## src/rtl/x86rel_pkg.sv

```systemverilog
package x86rel_pkg;

   // Field widths
   localparam int unsigned ADDR_W     = 64;
   localparam int unsigned TYPE_W     = 8;
   localparam int unsigned IDX_W      = 16;
   localparam int unsigned BYTES_W    = 4;
   localparam int unsigned CSR_INDEX_W = 1;

   localparam int unsigned DEF_GOT_ENTRY_BYTES = 16;

   // Register indexes
   localparam logic [CSR_INDEX_W-1:0] CSR_GOT_BASE = 1'b0;
   localparam logic [CSR_INDEX_W-1:0] CSR_GOT_MAX  = 1'b1;

   // ELF x86-64 relocation types handled
   localparam logic [TYPE_W-1:0] R_NONE          = 8'd0;
   localparam logic [TYPE_W-1:0] R_64            = 8'd1;
   localparam logic [TYPE_W-1:0] R_PC32          = 8'd2;
   localparam logic [TYPE_W-1:0] R_PLT32         = 8'd4;
   localparam logic [TYPE_W-1:0] R_32            = 8'd10;
   localparam logic [TYPE_W-1:0] R_32S           = 8'd11;
   localparam logic [TYPE_W-1:0] R_PC64          = 8'd24;
   localparam logic [TYPE_W-1:0] R_GOTPCRELX     = 8'd41;
   localparam logic [TYPE_W-1:0] R_REX_GOTPCRELX = 8'd42;

   // Patch widths
   localparam logic [BYTES_W-1:0] WB_NONE = 4'd0;
   localparam logic [BYTES_W-1:0] WB_4    = 4'd4;
   localparam logic [BYTES_W-1:0] WB_8    = 4'd8;

   localparam logic [31:0] LOW32 = 32'hffff_ffff;

   typedef enum logic [1:0] {
      ST_OK       = 2'd0,
      ST_NONZERO  = 2'd1,
      ST_OVERFLOW = 2'd2,
      ST_UNKNOWN  = 2'd3
   } status_type;

   typedef struct packed {
      logic [TYPE_W-1:0]        reloc_type;
      logic [ADDR_W-1:0]        symbol_value;
      logic signed [ADDR_W-1:0] addend;
      logic [ADDR_W-1:0]        existing_contents;
      logic [ADDR_W-1:0]        place_address;
      logic                     symbol_is_section;
   } req_type;

   typedef struct packed {
      status_type          status;
      logic [BYTES_W-1:0]  write_bytes;
      logic [ADDR_W-1:0]   write_value;
      logic                got_written;
      logic [IDX_W-1:0]    got_index;
      logic [ADDR_W-1:0]   got_target;
   } result_type;

   // GOT allocator state seen by the datapath
   typedef struct packed {
      logic [IDX_W-1:0]  count;
      logic              full;
      logic [ADDR_W-1:0] entry_addr;
   } got_state_type;

endpackage

```

## src/rtl/x86_64_relocation_applier_unit.sv

```systemverilog
// x86-64 RELA relocation applier.
//
// Request channel (req_*): one RELA entry per transaction, with type, symbol
// value S, addend A, the eight bytes now at the patch place and the place
// address P. Response channel (rsp_*): one transaction per request, giving
// status, byte count and value to patch, plus GOT entry info when one of the
// GOTPCRELX types allocated a table entry.
// Both channels use valid/stall; a transaction completes when valid is high
// and stall is low.
// CSR port: csr_index 0 = GOT base address, 1 = GOT entry count limit.
// Write only while the unit is idle.
// The response is registered: a request passes the input register, then the
// result register, before rsp_valid rises. Throughput: one transaction per
// cycle while the response is not stalled, set by the combinational
// add/subtract path and the GOT counter update.
// Stall: a stalled response holds; the input register keeps accepting until
// it holds an entry that cannot move, then req_stall rises.
// Reset (synchronous): pipeline empty, GOT counter, base and limit cleared.
module x86_64_relocation_applier_unit #(
   parameter int unsigned GOT_ENTRY_BYTES = x86rel_pkg::DEF_GOT_ENTRY_BYTES
) (
   input  logic                                clock,
   input  logic                                reset,

   input  logic                                csr_write_enable,
   input  logic [x86rel_pkg::CSR_INDEX_W-1:0]  csr_index,
   input  logic [x86rel_pkg::ADDR_W-1:0]       csr_write_data,

   input  logic                                req_valid,
   output logic                                req_stall,
   input  logic [x86rel_pkg::TYPE_W-1:0]       req_reloc_type,
   input  logic [x86rel_pkg::ADDR_W-1:0]       req_symbol_value,
   input  logic signed [x86rel_pkg::ADDR_W-1:0] req_addend,
   input  logic [x86rel_pkg::ADDR_W-1:0]       req_existing_contents,
   input  logic [x86rel_pkg::ADDR_W-1:0]       req_place_address,
   input  logic                                req_symbol_is_section,

   output logic                                rsp_valid,
   input  logic                                rsp_stall,
   output logic [1:0]                          rsp_status,
   output logic [x86rel_pkg::BYTES_W-1:0]      rsp_write_bytes,
   output logic [x86rel_pkg::ADDR_W-1:0]       rsp_write_value,
   output logic                                rsp_got_written,
   output logic [x86rel_pkg::IDX_W-1:0]        rsp_got_index,
   output logic [x86rel_pkg::ADDR_W-1:0]       rsp_got_target
);

   // input stage
   logic                      s1_valid_ff, s1_valid_in;
   x86rel_pkg::req_type       s1_ff;
   // result stage
   logic                      rsp_valid_ff, rsp_valid_in;
   x86rel_pkg::result_type    rsp_ff;

   x86rel_pkg::result_type    calc_res;
   x86rel_pkg::got_state_type got_state;

   logic out_free;   // result register can take a new entry this cycle
   logic s1_move;    // input register entry moves to result register
   logic req_take;   // request transaction completes
   logic alloc;      // GOT entry consumed this cycle

   assign out_free  = !rsp_valid_ff || !rsp_stall;
   assign s1_move   = s1_valid_ff && out_free;
   assign req_stall = s1_valid_ff && !out_free;
   assign req_take  = req_valid && !req_stall;
   // counter only advances when the allocating entry actually leaves stage 1,
   // so a stalled entry keeps seeing its own index
   assign alloc     = s1_move && calc_res.got_written;

   assign s1_valid_in  = req_take || (s1_valid_ff && !s1_move);
   assign rsp_valid_in = s1_move || (rsp_valid_ff && rsp_stall);

   x86rel_got #(
      .GOT_ENTRY_BYTES (GOT_ENTRY_BYTES)
   ) u_got (
      .clock            (clock),
      .reset            (reset),
      .csr_write_enable (csr_write_enable),
      .csr_index        (csr_index),
      .csr_write_data   (csr_write_data),
      .alloc            (alloc),
      .got_state        (got_state)
   );

   x86rel_calc u_calc (
      .req       (s1_ff),
      .got_state (got_state),
      .res       (calc_res)
   );

   always_ff @(posedge clock) begin
      if (reset) begin
         s1_valid_ff  <= 1'b0;
         rsp_valid_ff <= 1'b0;
      end else begin
         s1_valid_ff  <= s1_valid_in;
         rsp_valid_ff <= rsp_valid_in;
      end
   end

   // payload registers, no reset needed
   always_ff @(posedge clock) begin
      if (req_take) begin
         s1_ff.reloc_type        <= req_reloc_type;
         s1_ff.symbol_value      <= req_symbol_value;
         s1_ff.addend            <= req_addend;
         s1_ff.existing_contents <= req_existing_contents;
         s1_ff.place_address     <= req_place_address;
         s1_ff.symbol_is_section <= req_symbol_is_section;
      end
      if (s1_move) begin
         rsp_ff <= calc_res;
      end
   end

   assign rsp_valid       = rsp_valid_ff;
   assign rsp_status      = rsp_ff.status;
   assign rsp_write_bytes = rsp_ff.write_bytes;
   assign rsp_write_value = rsp_ff.write_value;
   assign rsp_got_written = rsp_ff.got_written;
   assign rsp_got_index   = rsp_ff.got_index;
   assign rsp_got_target  = rsp_ff.got_target;

   // allocation bumps the table counter by exactly one
   a_alloc_count: assert property (@(posedge clock) disable iff (reset)
      alloc |=> (got_state.count == x86rel_pkg::IDX_W'($past(got_state.count) + 1'b1)))
      else $error("GOT counter did not advance on allocation");

   // an allocated entry is only reported with ok or nonzero-target status
   a_alloc_status: assert property (@(posedge clock) disable iff (reset)
      (rsp_valid && rsp_got_written) |->
         (rsp_status == x86rel_pkg::ST_OK || rsp_status == x86rel_pkg::ST_NONZERO))
      else $error("GOT allocation reported with bad status");

   // nothing to write means a zero value
   a_zero_value: assert property (@(posedge clock) disable iff (reset)
      (rsp_valid && rsp_write_bytes == x86rel_pkg::WB_NONE) |-> (rsp_write_value == '0))
      else $error("write value nonzero with no bytes to write");

   // a full pipeline under output stall must push back on requests
   a_backpressure: assert property (@(posedge clock) disable iff (reset)
      (s1_valid_ff && rsp_valid_ff && rsp_stall) |-> req_stall)
      else $error("request accepted while pipeline is blocked");

endmodule

```

## src/rtl/x86rel_got.sv

```systemverilog
module x86rel_got #(
   parameter int unsigned GOT_ENTRY_BYTES = x86rel_pkg::DEF_GOT_ENTRY_BYTES
) (
   input  logic                                clock,
   input  logic                                reset,
   input  logic                                csr_write_enable,
   input  logic [x86rel_pkg::CSR_INDEX_W-1:0]  csr_index,
   input  logic [x86rel_pkg::ADDR_W-1:0]       csr_write_data,
   input  logic                                alloc,
   output x86rel_pkg::got_state_type           got_state
);

   localparam int unsigned EB_W   = $clog2(GOT_ENTRY_BYTES + 1);
   localparam int unsigned PROD_W = x86rel_pkg::IDX_W + EB_W;

   logic [x86rel_pkg::IDX_W-1:0]  count_ff, count_in;
   logic [x86rel_pkg::IDX_W-1:0]  max_ff, max_in;
   logic [x86rel_pkg::ADDR_W-1:0] addr_ff, addr_in;
   logic [PROD_W-1:0]             offset;

   // offset of the next free entry from the table base
   assign offset = PROD_W'(count_ff) * PROD_W'(GOT_ENTRY_BYTES);

   always_comb begin
      count_in = count_ff;
      max_in   = max_ff;
      addr_in  = addr_ff;
      if (csr_write_enable) begin
         unique case (csr_index)
            x86rel_pkg::CSR_GOT_BASE: begin
               addr_in = csr_write_data + x86rel_pkg::ADDR_W'(offset);
            end
            x86rel_pkg::CSR_GOT_MAX: begin
               max_in = csr_write_data[x86rel_pkg::IDX_W-1:0];
            end
            default: ;
         endcase
      end else if (alloc) begin
         count_in = count_ff + 1'b1;
         addr_in  = addr_ff + x86rel_pkg::ADDR_W'(GOT_ENTRY_BYTES);
      end
   end

   always_ff @(posedge clock) begin
      if (reset) begin
         count_ff <= '0;
         max_ff   <= '0;
         addr_ff  <= '0;
      end else begin
         count_ff <= count_in;
         max_ff   <= max_in;
         addr_ff  <= addr_in;
      end
   end

   assign got_state.count      = count_ff;
   assign got_state.full       = (count_ff >= max_ff);
   assign got_state.entry_addr = addr_ff;

endmodule

```

## src/rtl/x86rel_calc.sv

```systemverilog
module x86rel_calc (
   input  x86rel_pkg::req_type        req,
   input  x86rel_pkg::got_state_type  got_state,
   output x86rel_pkg::result_type     res
);

   logic                          is_got;
   logic [x86rel_pkg::ADDR_W-1:0] base_op;
   logic [x86rel_pkg::ADDR_W-1:0] sum;
   logic [x86rel_pkg::ADDR_W-1:0] diff;
   logic                          cur_any;
   logic                          cur_low;
   logic                          fit32;
   logic                          fit32s;

   assign is_got  = (req.reloc_type == x86rel_pkg::R_GOTPCRELX) ||
                    (req.reloc_type == x86rel_pkg::R_REX_GOTPCRELX);
   // GOT types relocate against the entry address, others against S
   assign base_op = is_got ? got_state.entry_addr : req.symbol_value;
   assign sum     = base_op + $unsigned(req.addend);
   assign diff    = sum - req.place_address;
   assign cur_any = |req.existing_contents;
   assign cur_low = |req.existing_contents[31:0];
   assign fit32   = ~|sum[63:32];
   assign fit32s  = (sum[63:32] == {32{sum[31]}});

   always_comb begin
      res             = '0;
      res.status      = x86rel_pkg::ST_OK;
      unique case (req.reloc_type)
         x86rel_pkg::R_NONE: ;
         x86rel_pkg::R_64, x86rel_pkg::R_PC64: begin
            if (cur_any) begin
               res.status = x86rel_pkg::ST_NONZERO;
            end else begin
               res.write_bytes = x86rel_pkg::WB_8;
               res.write_value = (req.reloc_type == x86rel_pkg::R_PC64) ? diff : sum;
            end
         end
         x86rel_pkg::R_32, x86rel_pkg::R_32S: begin
            if (cur_low) begin
               res.status = x86rel_pkg::ST_NONZERO;
            end else begin
               res.write_bytes = x86rel_pkg::WB_4;
               res.write_value = {32'd0, sum[31:0]};
               if (!req.symbol_is_section &&
                   !((req.reloc_type == x86rel_pkg::R_32) ? fit32 : fit32s)) begin
                  res.status = x86rel_pkg::ST_OVERFLOW;
               end
            end
         end
         x86rel_pkg::R_GOTPCRELX, x86rel_pkg::R_REX_GOTPCRELX: begin
            if (got_state.full) begin
               res.status = x86rel_pkg::ST_OVERFLOW;
            end else begin
               // entry is taken even if the place turns out dirty
               res.got_written = 1'b1;
               res.got_index   = got_state.count;
               res.got_target  = req.symbol_value;
               if (cur_low) begin
                  res.status = x86rel_pkg::ST_NONZERO;
               end else begin
                  res.write_bytes = x86rel_pkg::WB_4;
                  res.write_value = {32'd0, diff[31:0] & x86rel_pkg::LOW32};
               end
            end
         end
         x86rel_pkg::R_PC32, x86rel_pkg::R_PLT32: begin
            if (cur_low) begin
               res.status = x86rel_pkg::ST_NONZERO;
            end else begin
               res.write_bytes = x86rel_pkg::WB_4;
               res.write_value = {32'd0, diff[31:0]};
            end
         end
         default: begin
            res.status = x86rel_pkg::ST_UNKNOWN;
         end
      endcase
   end

endmodule
```

## config.mk

```make
export PLATFORM = sky130hd
export DESIGN_NAME = x86_64_relocation_applier_unit
export DESIGN_NICKNAME = d
export VERILOG_FILES = /design/src/rtl/x86rel_pkg.sv /design/src/rtl/x86_64_relocation_applier_unit.sv /design/src/rtl/x86rel_got.sv /design/src/rtl/x86rel_calc.sv
export SDC_FILE = /design/constraint.sdc
export NUM_CORES = 1
export LEC_CHECK = 0
export ABC_AREA = 1
export CORE_MARGIN = 5
export CORE_UTILIZATION = 49
export DETAILED_ROUTE_END_ITERATION = 6
export DONT_BUFFER_PORTS = 1
export PLACE_DENSITY = 0.66
export SLEW_MARGIN = 20
export SYNTH_ARGS = -nofsm -noshare
export SYNTH_HDL_FRONTEND = slang
export SYNTH_SLANG_ARGS = --single-unit
```

## constraint.sdc

```tcl
create_clock -name clock -period 9.9 [get_ports clock]
set_input_delay 0.99 -clock clock [delete_from_list [all_inputs] [get_ports clock]]
set_output_delay 0.99 -clock clock [all_outputs]
set_load 0.005 [all_outputs]
```

Word level (Yosys, flattened, before mapping)
Index checks and enable logic that the tools add are counted.
Word-level totals
  latch bits: 0
  memories kept: 0
  memory bits (read-only): 0
  input bits: 335
  output and inout bits: 153
  register bits: 514
  bits in writable memories: 0
Cells by class
  multipliers: 0
  div/mod/pow operators: 0
  $lt $le $gt $ge: 1
  bitwise operators: 2
  equality and inequality tests: 10
  mux-type cells: 18
  shifts and indexed selects: 0
  add/sub/neg operators: 5
  reductions and logical operators: 32
Operator list (number)
  two-way mux 64 bit: 5
  one-hot mux 68 bit (4 select lines): 1
  two-way mux 149 bit: 1
  two-way mux 67 bit: 2
  two-way mux 81 bit: 1
  two-way mux 68 bit: 1
  adder 64 x 20 -> 64 bit: 1
  adder 64 x 5 -> 64 bit, second input constant: 1
  adder 64 bit: 1
  OR reduction 32 bit: 2
  OR reduction 64 bit: 1
  subtractor 64 bit: 1
  == test 32 bit: 1
  adder 16 x 1 -> 16 bit, second input constant: 1
  == test 8 x 4 -> 1 bit, second input constant: 2
  == test 8 x 6 -> 1 bit, second input constant: 2
  greater-or-equal comparator 16 bit: 1
  one-hot mux 2 bit (5 select lines): 1
  OR reduction 2 bit: 5
  == test 8 x 1 -> 1 bit, second input constant: 1
  == test 8 x 2 -> 1 bit, second input constant: 1
  == test 8 x 3 -> 1 bit, second input constant: 1
  == test 8 x 5 -> 1 bit, second input constant: 1
  zero test 1 bit: 8
  9 further kinds: 25

Logic depth before layout (Yosys ltp)
  depth after elaboration: 12
  mapped depth: 38
  mapped depth without buffers: 37

Hierarchy
A second synthesis with hierarchy kept.
Unflattened totals
  cell total of the unflattened synthesis: 4876
  area, all modules: 35151.2 sq um
Modules (own cells, without submodules)
  x86rel_calc: cells each 2853, area each 13576.8 sq um, times used 1
  x86_64_relocation_applier_unit: cells each 429, area each 12589.6 sq um, times used 1
  x86rel_got: cells each 1594, area each 8984.9 sq um, times used 1

Worst setup path after synthesis
No wires, ideal clock.
  path type: input to register
  start point: input port rsp_stall
  end point: register u_got.count_ff[15] (netlist name)
  arrival: 8.850 ns
  stages on the path: 7
  data required time: 9.781 ns
  path slack: 0.931 ns
  path buffers: 0
  cell sequence: nand2_1 inv_1 nor2_1 nand3_1 nand3b_1 o21ai_0 a21oi_1
Between the ends
  longest elaborated chain between the ends: 5
RTL lines
  start, declared: RTL line x86_64_relocation_applier_unit.sv:39  | input logic rsp_stall,
  zero test 1 bit: RTL line x86_64_relocation_applier_unit.sv:63  | assign out_free = !rsp_valid_ff || !rsp_stall;
  logical OR 1 bit: RTL line x86_64_relocation_applier_unit.sv:63
  logical AND 1 bit: RTL line x86_64_relocation_applier_unit.sv:64  | assign s1_move = s1_valid_ff && out_free;
  via s1_move: RTL line x86_64_relocation_applier_unit.sv:59  | logic s1_move;
  logical AND 1 bit: RTL line x86_64_relocation_applier_unit.sv:69  | assign alloc = s1_move && calc_res.got_written;
  AND reduction 2 bit (no source line)
  end signal, assigned: RTL line x86rel_got.sv:50  | count_ff <= count_in;
  end, declared: RTL line x86rel_got.sv:16  | logic [x86rel_pkg::IDX_W-1:0] count_ff, count_in;
The timed path passes the listed nets, and every way through them passes these cells.
A chain may end at the register's enable or synchronous reset.

==> flow_summary.ini <==
[final_layout]
drive_gt1_share_pct = 3.93
regArea_um2 = 14400
nFillCells = 6789
fin_nets = 5040
synthToLayoutAreaGrowth_pct = 7.95
postLayoutCellArea_um2 = 36800
multi_input_area_um2 = 16200

[pwr]
power_leakage_nw = 16.3
power_density_nw_per_um2 = 165
irDropWorstVdd_uv = 125
p_clk_share_pct = 34.5
power_frac_seq_pct = 41.5
power.switching_mw = 1.99
internal_power_mw = 4.06
swShare_pct = 32.9
combPwrFrac_pct = 24.0

[run]
cap_violations = 0

[critical_path]
r2r_start = s1_ff[258]
start_kind = register
slowest_stage = clkinv_1
critPathArrivalTime_ns = 7.33
cp.required_ns = 10.28
critPathLaunch = s1_ff[258]
cpMostUsedCell = nand2_1
critPathCaptureType = register
critical_path_class = reg2reg
cp_slowest_stage_delay_ns = 0.83
path_max_fanout = 37
rrSetupSlack_ns = 2.95

[synth]
yosysMostFrequentCell = nand2_1
ys_top_cells_by_count = nand2_1 (1,180), inv_1 (790), nor2_1 (471)
syn_inst = 4553
synth_cell_types = 67
ys_seq_area_share_pct = 42.3
synth_top_family_by_area = simple AND/OR/NAND/NOR gates
async_flop_share_pct = 0
synth_simple_gate_area_share_pct = 26.1
synth.area.mux_share_pct = 0
yosys_warnings = 0
synth_top_cell_area_share_pct = 36.5
synthFlopType = edfxtp_1
yosys.area_share.adder_pct = 6.24
synth_top_cell_by_area = edfxtp_1
synth_xor_area_share_pct = 3.52
synthTopCellsByArea = edfxtp_1 (37%), nand2_1 (13%), inv_1 (8.7%)
syn_avg_cell_area_um2 = 7.48
netlist_area_um2 = 34000
synth_edf_count = 414
ys_seq_elements = 512
synth_compound_area_share_pct = 11.7

[floorplan]
rows = 96
io_pins = 488
dieArea_um2 = 74900
start_util_pct = 49.6
die_w_um = 274
fp.dieH_um = 274
coreArea_um2 = 68700

[clocking]
cts_buffer_depth = 3
cts_tree = done
clk_root_buffer_cell = clkbuf_16
clk_pin_slew_ns = 0.07
ctsResizeCount = 0
clk_latency_ns = 0.64
h-tree-depth = 2
numCtsBuffers = 54
postCtsHoldBufs = 0
post_cts_buffers = 0
clock_sinks = 512

[sta]
skew_ns = 0.0279
finalSetupViolCount = 0
hold_viol = 0
rsz0062_at_grt = false
fin_crit_ns = 6.95
post-route-period-util_pct = 70.2
fmax_mhz = 144
slew-limit-headroom_pct = 29.8
hold_slack_ns = 0.440
setup_tns_ns = 0
tightest_slew_ns = 1.05
drv_slew = 0

[detailed_routing]
finalWirelength_um = 121000
first_pass_iters = 6
vias_per_cell = 5.48
drt_iter0_drc = 2685
wl_per_cell_um = 22.0
vias = 30300
drc_errors = 0
ant_nets = 0

[global_routing]
grt_usage_pct = 31.3
grt_pass1_wl_um = 177000
antenna_found_initial = 16
overflow = 0
grt_max_degree = 178
grt_pass1_vias = 28800

[status]
outcome = finished, final reports clean

[placed_design]
place_area_um2 = 34900
io_buffers = 0
place_congestion = 1.01
dp_hpwl_um = 98100

[hold_path]
hold_path_class = in2reg
min_from = req_symbol_value[36]
[area by class of cell]
cell class | count | share of cell area [%]
diodes | 15 | 0.102
multi-input cells | 3148 | 44.1
clock buffers | 68 | 3.82
repair buffers | 8 | 0.231
clock inverters | 32 | 1.09
well taps | 931 | 3.17
inverters | 813 | 8.32
flip-flops and latches | 512 | 39.2
[path summary, 6_finish.rpt]
| path | to | depth (start not counted) |
|---|---|---|
| max | rsp_write_value[56] | 33 |
| min | s1_ff[229] | 0 |
| max reg2reg | rsp_write_value[56] | 33 |
| min reg2reg | u_got.max_ff[10] | 2 |
[routing by layer]
layer | part of all wire, % | track usage [%] | up-vias | wire length (um)
met5 | 0.042 | 0 | - | 51
met3 | 7.4 | 5.90 | 242 | 8930
met4 | 5.5 | 14.6 | 6 | 6640
met1 | 39 | 38.8 | 14100 | 48000
li1 | - | - | 14800 | -
met2 | 48 | 53.1 | 1127 | 57900
[power groups by stage]
stage | clock network [mW] | registers (mW) | logic [mW]
global placement | 0 | 2.55 | 1.42
floorplan | 0 | 2.54 | 1.03
detailed placement | 0 | 2.55 | 1.42
global route | 2.22 | 2.52 | 1.61
CTS | 2.12 | 2.51 | 1.42
finish | 2.09 | 2.51 | 1.45
[through the flow]
step / worst slack, ns / power (mW) / cells / utilization [%]
after CTS: 2.94 / 6.06 / 5512 / 53.4
after detailed placement: 2.95 / 3.97 / 5412 / 50.8
after floorplan: 0.931 / 3.57 / 4554 / -
final: 2.95 / 6.05 / 5527 / 53.5
after global placement: 3.25 / 3.97 / 5412 / 50.8
after global routing: 2.20 / 6.35 / 5517 / 53.5
[state kept, by name (all words and copies together), names as in the netlist]
signal	flops
s1_ff	265
rsp_got_target	64
rsp_write_value	64
u_got.addr_ff	64
rsp_got_index	16
u_got.count_ff	16
u_got.max_ff	16
rsp_status	2
rsp_write_bytes	2
rsp_got_written	1
rsp_valid	1
s1_valid_ff	1
[kinds of logic (layout without fill, tap and decap cells)]
kind of cell	count (synthesis)	in the layout
buf+inv	894	921
fa+ha+maj	168	168
simple gates	2097	2097
flops	512	512
xor+xnor	137	137
compound gates	744	744
other cells	1	17
[placed cells by master (no fill, tap or decap), drive strengths merged, types with 15 or more instances in the layout]
cell and n:
nand2 1191, clkbuf 68, a31oi 51, ha 165, nor4 35, nor3 86
nand3b 19, a21oi 294, nand4 59, inv 813, nand3 185, nor2 492
xnor2 30, edfxtp 414, diode 15, clkinv 23, dfxtp 98, or2 18
xor2 107, o21ai 334
[critical path, delay by kind of cell (launching register included)]
family,cells,cell delay [ns]
AND/OR/NAND/NOR,19,2.65
flip-flops,1,0.40
buffers and inverters,6,1.23
adder cells (fa/ha/maj),3,1.10
AO/OA/AOI/OAI,5,1.29
No activity file was read; power rests on OpenSTA's default activity.
